--- src/sv/swcc_ram.sv ---
// swcc_ram: generic single-write, single-read ram with registered read data
// depends on: nothing
module swcc_ram #(
  parameter int WIDTH = 8,
  parameter int DEPTH = 16
) (
  input  logic                                    clk,
  input  logic                                    wr_en,
  input  logic [(DEPTH > 1 ? $clog2(DEPTH) : 1)-1:0] wr_addr,
  input  logic [WIDTH-1:0]                        wr_data,
  input  logic                                    rd_en,
  input  logic [(DEPTH > 1 ? $clog2(DEPTH) : 1)-1:0] rd_addr,
  output logic [WIDTH-1:0]                        rd_data
);

  logic [WIDTH-1:0] mem [DEPTH];

  // write port
  always_ff @(posedge clk) begin
    if (wr_en) begin
      mem[wr_addr] <= wr_data;
    end
  end

  // registered read port, holds until the next read
  always_ff @(posedge clk) begin
    if (rd_en) begin
      rd_data <= mem[rd_addr];
    end
  end

endmodule

--- config.mk ---
export PLATFORM = sky130hd
export DESIGN_NAME = swcc_ram
export DESIGN_NICKNAME = d
export VERILOG_FILES = /design/src/sv/swcc_ram.sv
export SDC_FILE = /design/constraint.sdc
export NUM_CORES = 1
export LEC_CHECK = 0
export BUFFER_PORTS_ARGS = -buffer_cell sky130_fd_sc_hd__buf_2
export CAP_MARGIN = 20
export CORE_ASPECT_RATIO = 1.2
export CORE_UTILIZATION = 45
export DETAILED_ROUTE_END_ITERATION = 8
export SETUP_SLACK_MARGIN = 0.15
export SYNTH_ARGS = -nofsm -noshare
export SYNTH_HDL_FRONTEND = slang
export SYNTH_SLANG_ARGS = --single-unit
--- constraint.sdc ---
create_clock -name clk -period 2.6 [get_ports clk]
set_clock_uncertainty 0.05 [all_clocks]
set_input_delay 0.78 -clock clk [delete_from_list [all_inputs] [get_ports clk]]
set_output_delay 0.78 -clock clk [all_outputs]
set_load 0.02 [all_outputs]
======== Word level (Yosys, flattened, before mapping) ========
Memories as Yosys holds them, arrays and structs flattened. A register that Yosys moved wholly into a read port is not among the register bits.
Index checks and enable logic that the tools add are counted.
storage, ports and cells
  register bits ........................... 0
  memory bits (writable) .................. 128
  output and inout bits ................... 8
  input port bits ......................... 19
  word-level logic and storage cells ...... 3
  memories ................................ 1
memory list
  memory  words  bits a word  rd ports  clocked after memory_dff  wr ports  line  RTL
  mem     16     8            1         1                         1         16    logic [WIDTH-1:0] mem [DEPTH];
cells by class
  multiplexer cells ....................... 2
operators with widths
  cell     count
  $mux W1  2

======== Longest topological paths before layout ========
Gate-level depths: netlist of run 1.
  depth in word-level cells ............... 2
  depth in mapped cells ................... 5
  gate-level depth less buffers ........... 3

======== Least setup slack after synthesis of run 1 ========
No wires, ideal clock.
  path kind ............................... in2reg
  from .................................... in wr_addr[2] (netlist name)
  to ...................................... mem mem[0][0] (enable)
  cell stages on the path ................. 2
  slack ................................... 277 ps
  path buffers ............................ 0
  setup time .............................. 383 ps
  arrival ................................. 1890 ps
  cells stage by stage .................... or3b_2 > nor3_1
RTL lines
  item         line  RTL
  from (decl)  9     input logic [(DEPTH > 1 ? $clog2(DEPTH) : 1)-1:0] wr_addr,
  to (decl)    16
No word-level cell before the write port.

==> results.md, run 1 <==
- Critical path origin: rd_addr[0]
- Setup Fix Bufs, Post-CTS: 0
- Commonest cells in the synthesized netlist: edfxtp_1, mux4_2, a22oi_1, mux4_1, nor2_1
- Clock buffer depth: 2
- Post-synthesis mux area share: 14.79%
- Syn Inst Count: 229
- Setup violations, final: 0
- WP data arrival: 2.09 ns
- Total Power: 5.169 mW
- Gp weighted congestion: 0.7104
- Slowest cell on crit path: mux4_1
- Clk pwr share: a little under half
- CTS buffer count: 17
- Worst skew pair latency: 0.41 ns
- Top area cells in the synthesized netlist: edfxtp_1, mux4_2, mux4_1
- Slew Limit Fails: 0
- Most common cell in the netlist: edfxtp_1
- Peak VDD IR: 0.4840 mV
- Synth warn: 0
- Worst setup SP type: input port
- Switching pwr: 1.005 mW
- Compound-cell area share of the yosys netlist: ~2.3%
- Sequential area share after synthesis: slightly below 80%
- Initial antenna violation count: 0
- HP Start: rd_en
- All-Layer GR Usage: about a fifth
- # DRC: 0
- Final nets: 308
- Maxcap violations: 0
- Placed cell count: 424
- Reg2Reg Launch Point: mem[9][1]$_DFFE_PP_
- Largest family of logic cells by synthesized area: multiplexers
- # rows: 42
- P_leak: 2.147 nW
- Synth top area share: 78.12%
- Synth async-reset ratio: 0%
- Slew of the pin with the lowest slew margin: 0.4069 ns
- R2R cell count: 3
- Cts repair resizes: 0
- Critical path required time: 2.70 ns
- Pwr/cell area: 822.1 mW/mm2
- R2r endpoint: rd_data[1]$_DFFE_PP_
- Net Count, Synth: 248
- Cell Area, Synth: 0.005228 mm2
- Synth cell types: 18
- RSZ-0062 raised after global routing: false
- Outcome: finished clean
- First-pass GRT wire length: around 15,000 um
- DIE HEIGHT: 120.1 um
- Antenna Nets Post-Route: 0
- CP max FO: 23
- Non-Filler Instances: 456
- Via-to-Cell Ratio: 5.408
- Routed WL per cell: around 22 um
- Full die area: between 0.01 and 0.015 mm2
- Dpl hpwl: 6597 um
- Core ar.: 0.01119 mm2
- H-tree depth: 4
- Grt ovf: 0
- Root Driver: clkbuf_16
- Final Hold Vio Count: 0
- CTS tree: done
- Place WS: roughly 0.14 ns
- Int Power: 4.164 mW
- Register clock-pin slew on the reported worst setup and hold paths: about 0.060 ns
- Detailed Routing Iterations Pass 1: 4
- Initial Util: 46.70%
- Share of layout cells above drive strength 1: 33.11%
- Slew HR: roughly 73%
- Mapped Avg Cell Area: approximately 23 um2
- CP max stage delay: slightly below 0.6 ns
- Hold Path Class: in2reg
- Sw frac: between 10% and 20%
- Area Growth Syn to Fin: 20.27%
- Setup_tns: 0 ns
- WL final: 10,060 um
- #FFs+latches synth: 136
- Xor-xnor portion of the synthesized cell area: 0%
- Sequential Power Share: 48.1%
- Final Cycle Share: 76.59%
- Vias in the first global route: between 2,000 and 3,000
- Ordered cell list for the critical path: buf_2 -> buf_12 -> mux4_1 -> a22oi_1 -> nand2_1
- Post-synth top area cell: edfxtp_1
- IO Count: 27
- Die Wd: roughly 100 um
- Adder-cell area share of the yosys netlist: 0%
- Fin crit period: 1.991 ns
- Via count: ~2,500
- Cells on Worst Hold Path: 1
- DRT iter0 DRCs: between 200 and 250
- Hold buffer count at cts: 0
- Peak Freq: 0.5022 GHz
- Fillcell total: ~870
- Post-Synth Simple-Gate Area: 3.135%
- Largest net degree at the start of global routing: 33
- R2R Setup Slk: 1.04 ns
- IO buf count: 26
- Diode count: 0
- CP Capture Type: flop
- EDFF count, synth: roughly 140
- Ys flop type: edfxtp_1
- Combinational power share: between 4 and 5%
- Final Worst Setup Slack: 0.6088 ns
- Sink Count: 136
- Worst Path Class, Setup: in2reg
- Hold Path Sink: rd_data[4]$_DFFE_PP_
cell families after synthesis:
group | count (synthesis)
flops | 136
simple gates | 35
mux | 32
compound gates | 16
buf+inv | 10
worst max-delay path, delay by kind of cell:
family                 cells  cell delay (ns)
and+or+nand+nor            1             0.10
AOI/OAI and AO/OA          1             0.28
muxes                      1             0.59
buffers and inverters      2             0.31
cells in the final DEF (no fill, tap or decap):
cell	instances
a22oi_1	16
and2_1	1
and2b_1	1
buf_12	2
buf_2	26
buf_4	23
bufinv_16	4
clkbuf_1	1
clkbuf_16	17
clkinv_1	1
clkinv_2	5
clkinv_4	2
clkinvlp_4	2
edfxtp_1	136
mux4_1	14
mux4_2	18
nand2_1	9
nand2b_1	2
nand3_1	1
nand3b_1	2
nor2_1	13
nor2b_1	1
nor3_1	4
or3b_2	1
layer usage:
metal | vias to the layer above | share of wire [%] | track usage (%)
met3 | 6 | 4.5 | 4.950
met4 | 0 | 0.82 | 7.880
met5 | - | 0 | 0
met1 | 1291 | 41 | 23.76
li1 | 1101 | - | -
met2 | 68 | 54 | 30.22
power by group through the flow:
stage	registers (mW)	logic [mW]	clock network, mW
finish	2.49	0.240	2.44
global route	2.49	0.260	2.57
CTS	2.49	0.246	2.48
detailed placement	2.53	0.244	0
global placement	2.53	0.238	0
floorplan	2.54	0.125	0
worst max-delay path by stage:
stage / to / slack (ns) / cells after the start
after floorplan: mem[0][0]$_DFFE_PP_ / 0.28 / 2
after global placement: rd_data[2]$_DFFE_PP_ / 0.21 / 5
after detailed placement: rd_data[1]$_DFFE_PP_ / 0.14 / 5
after CTS: rd_data[1]$_DFFE_PP_ / 0.59 / 5
after global routing: rd_data[1]$_DFFE_PP_ / 0.55 / 5
final: rd_data[1]$_DFFE_PP_ / 0.61 / 5
final cells by class:
cell class / instances / area (um2) / area share (%)
Clock buffer: 18 / 429.2 / 6.826
Clock inverter: 14 / 181.4 / 2.886
Multi-Input combinational cell: 83 / 1057 / 16.82
Sequential cell: 136 / 4084 / 64.96
Tap cell: 154 / 192.7 / 3.065
Timing Repair Buffer: 51 / 342.8 / 5.453
stage by stage:
stage	hold slack, ns	area, um2	utilization (%)
6_report	0.7039	6287	56.17
5_1_grt	0.6925	6287	56.17
4_1_cts	0.6875	6287	56.17
3_5_place_dp	0.6931	5677	50.72
3_3_place_gp	0.6796	5677	50.72
2_1_floorplan	0.6548	5228	-
state kept, by name, indices dropped and copies added (netlist names):
register and count:
rd_data 8, mem 128
Note: power is estimated with default switching activity, not from simulation.
==> inputs of run 2 (changes only) <==
- clock period: 2.6 -> 1.6 ns (I/O delays scaled with it)
==> run 2 against run 1 <==
Compared with the run above: sequential power grew 62%; power up 66%; highest routed layer unchanged; final cell count grew 3.3%; design area grew 7.9%; die area unchanged; clock power is 64% higher; clock-buffer cell count stayed put; critical path depth is 4 lower.
==> results.md, run 2 (synthesis results as in run 1) <==
- Setup violations, final: 0
- Grt ovf: 0
- All-Layer GR Usage: 19.70%
- Final Worst Setup Slack: approximately 0.074 ns
- Commonest cells after routing, fill and taps aside: edfxtp_1, mux4_2, buf_4, buf_2, buf_12
- Slowest cell on crit path: edfxtp_1
- CP max stage delay: 0.42 ns
- Worst Path Class, Setup: reg2out
- Slew Limit Fails: 0
- Reg2Reg Launch Point: mem[3][5]$_DFFE_PP_
- Slew of the pin with the lowest slew margin: 0.6718 ns
- Via-to-Cell Ratio: between 5 and 6
- Worst skew pair latency: slightly above 0.4 ns
- Final Hold Vio Count: 0
- WP data arrival: 1.00 ns
- Detailed Routing Iterations Pass 1: 4
- Final nets: 323
- Sink Count: 136
- Outcome: finished clean
- Ordered cell list for the critical path: buf_6
- Critical path origin: rd_data[6]$_DFFE_PP_
- CTS tree: done
- P_leak: around 2.3 nW
- DIE HEIGHT: 120.1 um
- Pwr/cell area: roughly 1300 mW/mm2
- CP Capture Type: output pin
- Die Wd: 100.4 um
- Fin util: 60.59%
- DP Area: roughly 0.0060 mm2
- Vias in the first global route: about 2,700
- Crit-path leading delay family: flip-flops
- Antenna Nets Post-Route: 0
- Maxcap violations: 0
- First-pass GRT wire length: roughly 16,000 um
- Initial Util: 46.70%
- Hold buffer count at cts: 0
- Design area: 0.006782 mm2
- Slew HR: 55.16%
- Via count: between 2,000 and 3,000
- Gp weighted congestion: roughly 0.73
- Place WS: -0.5356 ns
- CTS buffer count: 17
- IO Count: 27
- Largest net degree at the start of global routing: 17
- Core ar.: 0.01119 mm2
- H-tree depth: 4
- Peak Freq: 0.6554 GHz
- Diode count: 0
- IO buf count: 26
- Final Cycle Share: 95.36%
- Root Driver: clkbuf_16
- HP Start: rd_en
- Dpl hpwl: 6740 um
- DRT iter0 DRCs: 271
- Hold Path Class: in2reg
- Setup_tns: 0 ns
- # DRC: 0
- Worst setup SP type: flop
- CP max FO: 1
- Register clock-pin slew on the reported worst setup and hold paths: 0.06 ns
- Max FFs per register: 128
- # rows: between 40 and 50
- Full die area: 0.01205 mm2
- Fin crit period: approximately 1.5 ns
- WL final: 10,610 um
- RSZ-0062 raised after global routing: true
- Critical path required time: 1.07 ns
- Initial antenna violation count: 0
- Most common cell after layout, fill and taps aside: edfxtp_1
- Area Growth Syn to Fin: 29.73%
- Routed WL per cell: 22.52 um
- Peak VDD IR: 0.7020 mV
- Biggest regs: mem: 128 flops, rd_data: 8 flops
- Share of layout cells above drive strength 1: between 40% and 50%
- Reg with most FFs: mem
- Clock buffer depth: 2
- Worst Path Buf+Inv: 1
[run 2: changes by cell type in the layout (fill, tap and decap cells not counted), moves of 7 or more]
cell | before | now
a22oi_1 | 16 | 3
a22oi_2 | 0 | 13
mux4_1 | 14 | 0
mux4_2 | 18 | 32
nor2_1 | 13 | 3
buf_2 | 26 | 19
buf_12 | 2 | 18
[run 2: area by class of cell]
class	count	area (um2)
clock buffer	18	429.2
clock inverter	14	181.4
fill	797	4412
multi-input combinational	83	1159
sequential	136	4084
tap	154	192.7
timing repair buffer	66	735.7
[run 2: timing repair]
item                                    in CTS  in global routing
resized for setup                           18                 16
pin swaps                                    4                  3
gates cloned                                 2                  0
endpoints found under the setup margin      16                 20
hold endpoints to repair                     0                  0
setup buffers                                1                  1
[run 2: per-layer routing]
| metal | track usage [%] | routed length, um |
|---|---|---|
| met1 | 26.28 | 4448 |
| met2 | 31.29 | 5396 |
| met3 | 4.543 | 548 |
| met4 | 8.243 | 211 |
| met5 | 0 | 0 |
[run 2: stage by stage]
| step | hold WS (ns) | cells | total power [mW] |
|---|---|---|---|
| 2_1_floorplan | 0.5289 | 229 | 4.359 |
| 3_3_place_gp | 0.6851 | 435 | 4.561 |
| 3_5_place_dp | 0.6850 | 435 | 4.570 |
| 4_1_cts | 0.3740 | 470 | 8.584 |
| 5_1_grt | 0.3748 | 471 | 8.801 |
| 6_report | 0.3851 | 471 | 8.564 |
[run 2: power by group]
| part | switching, mW | internal, mW |
|---|---|---|
| Clock | 1.41 | 2.59 |
| Sequential | 0.0233 | 4.02 |
| Combinational | 0.276 | 0.256 |
| Total | 1.71 | 6.86 |
[run 2: worst paths after layout]
path | end | slack (ns) | depth (start not counted)
setup / recovery | rd_data[6] | 0.07 | 1
hold / removal | rd_data[5]$_DFFE_PP_ | 0.39 | 1
setup reg to reg | rd_data[5]$_DFFE_PP_ | 0.11 | 3
hold reg to reg | rd_data[2]$_DFFE_PP_ | 0.70 | 3
==> inputs of run 3 (changes only) <==
- CORE_UTILIZATION: 45 -> 26
==> run 3 against run 2 <==
Compared with the run above: final cell count grew 22%; register-to-register slack gained 0.07 ns; power shrank 2.3%; highest routed layer unchanged; sequential cell count is the same; fmax grew 1.4%; clock power shrank 5%; non-clock buffer count shrank 3.
==> results.md, run 3 (synthesis results as in run 1) <==
- Fillcell total: about 1,800
- Register clock-pin slew on the reported worst setup and hold paths: 0.06 ns
- Worst Path Buf+Inv: 1
- Non-Filler Instances: 574
- Maxcap violations: 0
- Clock buffer depth: 2
- Grt ovf: 0
- H-tree depth: 4
- Detailed Routing Iterations Pass 1: 4
- Worst skew pair latency: between 0.4 and 0.5 ns
- Met2 routed WL: 5328 um
- Slew Limit Fails: 0
- Sequential Area: 0.004084 mm2
- Pwr/cell area: roughly 1200 mW/mm2
- Largest net degree at the start of global routing: 20
- Peak VDD IR: 0.4845 mV
- Multi-input logic area: 0.001147 mm2
- CTS tree: done
- Biggest regs: mem: 128 flops, rd_data: 8 flops
- Initial Util: 26.65%
- Slew of the pin with the lowest slew margin: between 0.6 and 0.7 ns
- Placed cell count: 540
- Via count: ~2,500
- CP Capture Type: output pin
- Root Driver: clkbuf_16
- Slew HR: 58.21%
- Dpl hpwl: 7151 um
- Outcome: finished clean
- Diode count: 0
- Area Growth Syn to Fin: 30.73%
- P_leak: 2.224 nW
- Final nets: 320
- Share of layout cells above drive strength 1: 47.28%
- Initial antenna violation count: 0
- Crit-path leading delay family: flip-flops
- Via-to-Cell Ratio: 4.369
- Fin crit period: 1.505 ns
- CP max FO: 1
- Gp weighted congestion: approximately 0.74
- Die Wd: 131.4 um
- Full die area: about 0.021 mm2
- IO buf count: 26
- Sink Count: between 100 and 150
- Hold Path Class: in2reg
- All-Layer GR Usage: roughly 12%
- Final Cycle Share: a little over nine tenths
- Most common cell after layout, fill and taps aside: edfxtp_1
- Metal-1 WL: 4849 um
- Final Hold Vio Count: 0
- Highest routed layer: met4
- Routed WL per cell: 18.95 um
- DIE HEIGHT: between 150 and 200 um
- Setup violations, final: 0
- Max FFs per register: 128
- Fin util: 34.83%
- Reg with most FFs: mem
- CTS buffer count: 17
- WL final: ~11,000 um
- Antenna Nets Post-Route: 0
- Worst setup SP type: flop
- RSZ-0062 raised after global routing: true
- # rows: 56
- WP data arrival: 0.97 ns
- IO Count: 27
- Met3 WL: roughly 450 um
- Core ar.: 0.01962 mm2
- Ordered cell list for the critical path: buf_6
- Worst Path Class, Setup: reg2out
- # DRC: 0
- CP max stage delay: 0.41 ns
- Slowest cell on crit path: edfxtp_1
- First-pass GRT wire length: between 15,000 and 20,000 um
- Vias in the first global route: 2,756
- Peak Freq: 0.6646 GHz
- Critical path required time: 1.07 ns
- DRT iter0 DRCs: 269
- Commonest cells after routing, fill and taps aside: edfxtp_1, mux4_2, buf_2, buf_4, clkbuf_16
[run 3: layer usage]
metal | track usage (%) | vias up
met5 | 0 | -
met4 | 5.371 | 0
met3 | 3.671 | 14
met2 | 18.34 | 71
met1 | 14.52 | 1311
li1 | - | 1112
[run 3: worst paths after layout]
kind                                            from              endpoint  slack (ns)  cells past startpoint
worst max-delay path            rd_data[5]$_DFFE_PP_            rd_data[5]         0.1                      1
worst min-delay path                           rd_en  rd_data[3]$_DFFE_PP_        0.40                      1
worst max register to register   mem[1][0]$_DFFE_PP_  rd_data[0]$_DFFE_PP_        0.18                      3
worst min register to register  mem[14][2]$_DFFE_PP_  rd_data[2]$_DFFE_PP_        0.70                      3
[run 3: power breakdown]
group	switching, mW	internal (mW)
combinational	0.272	0.249
sequential	0.0234	4.02
clock	1.38	2.43
total	1.68	6.69
[run 3: through the flow]
step	setup slack [ns]	instance area [um2]	hold slack (ns)	TNS (ns)	power, mW
2_1_floorplan	-0.1304	5296	0.5289	-1.537	4.359
3_3_place_gp	-0.4490	6063	0.6908	-16.07	4.562
3_5_place_dp	-0.4192	6063	0.6906	-17.19	4.573
4_1_cts	0.06506	6783	0.3805	0	8.436
5_1_grt	0.06646	6834	0.3796	0	8.620
6_report	0.09542	6834	0.3952	0	8.369
[run 3: final cells by class]
type,count,share of cell area (%)
clock buffer,18,6.280
clock inverter,13,2.270
multi-input combinational,83,16.79
sequential,136,59.76
tap,261,4.778
timing repair buffer,63,10.12
[run 3: what timing repair did]
| item | in CTS | in global routing |
|---|---|---|
| hold buffers | 0 | 0 |
| setup buffers | 1 | 0 |
| endpoints found under the hold margin | 0 | 0 |
| pin swaps | 3 | 1 |
| endpoints found under the setup margin | 16 | 16 |
| resized for setup | 21 | 13 |
| cloned | 2 | 0 |
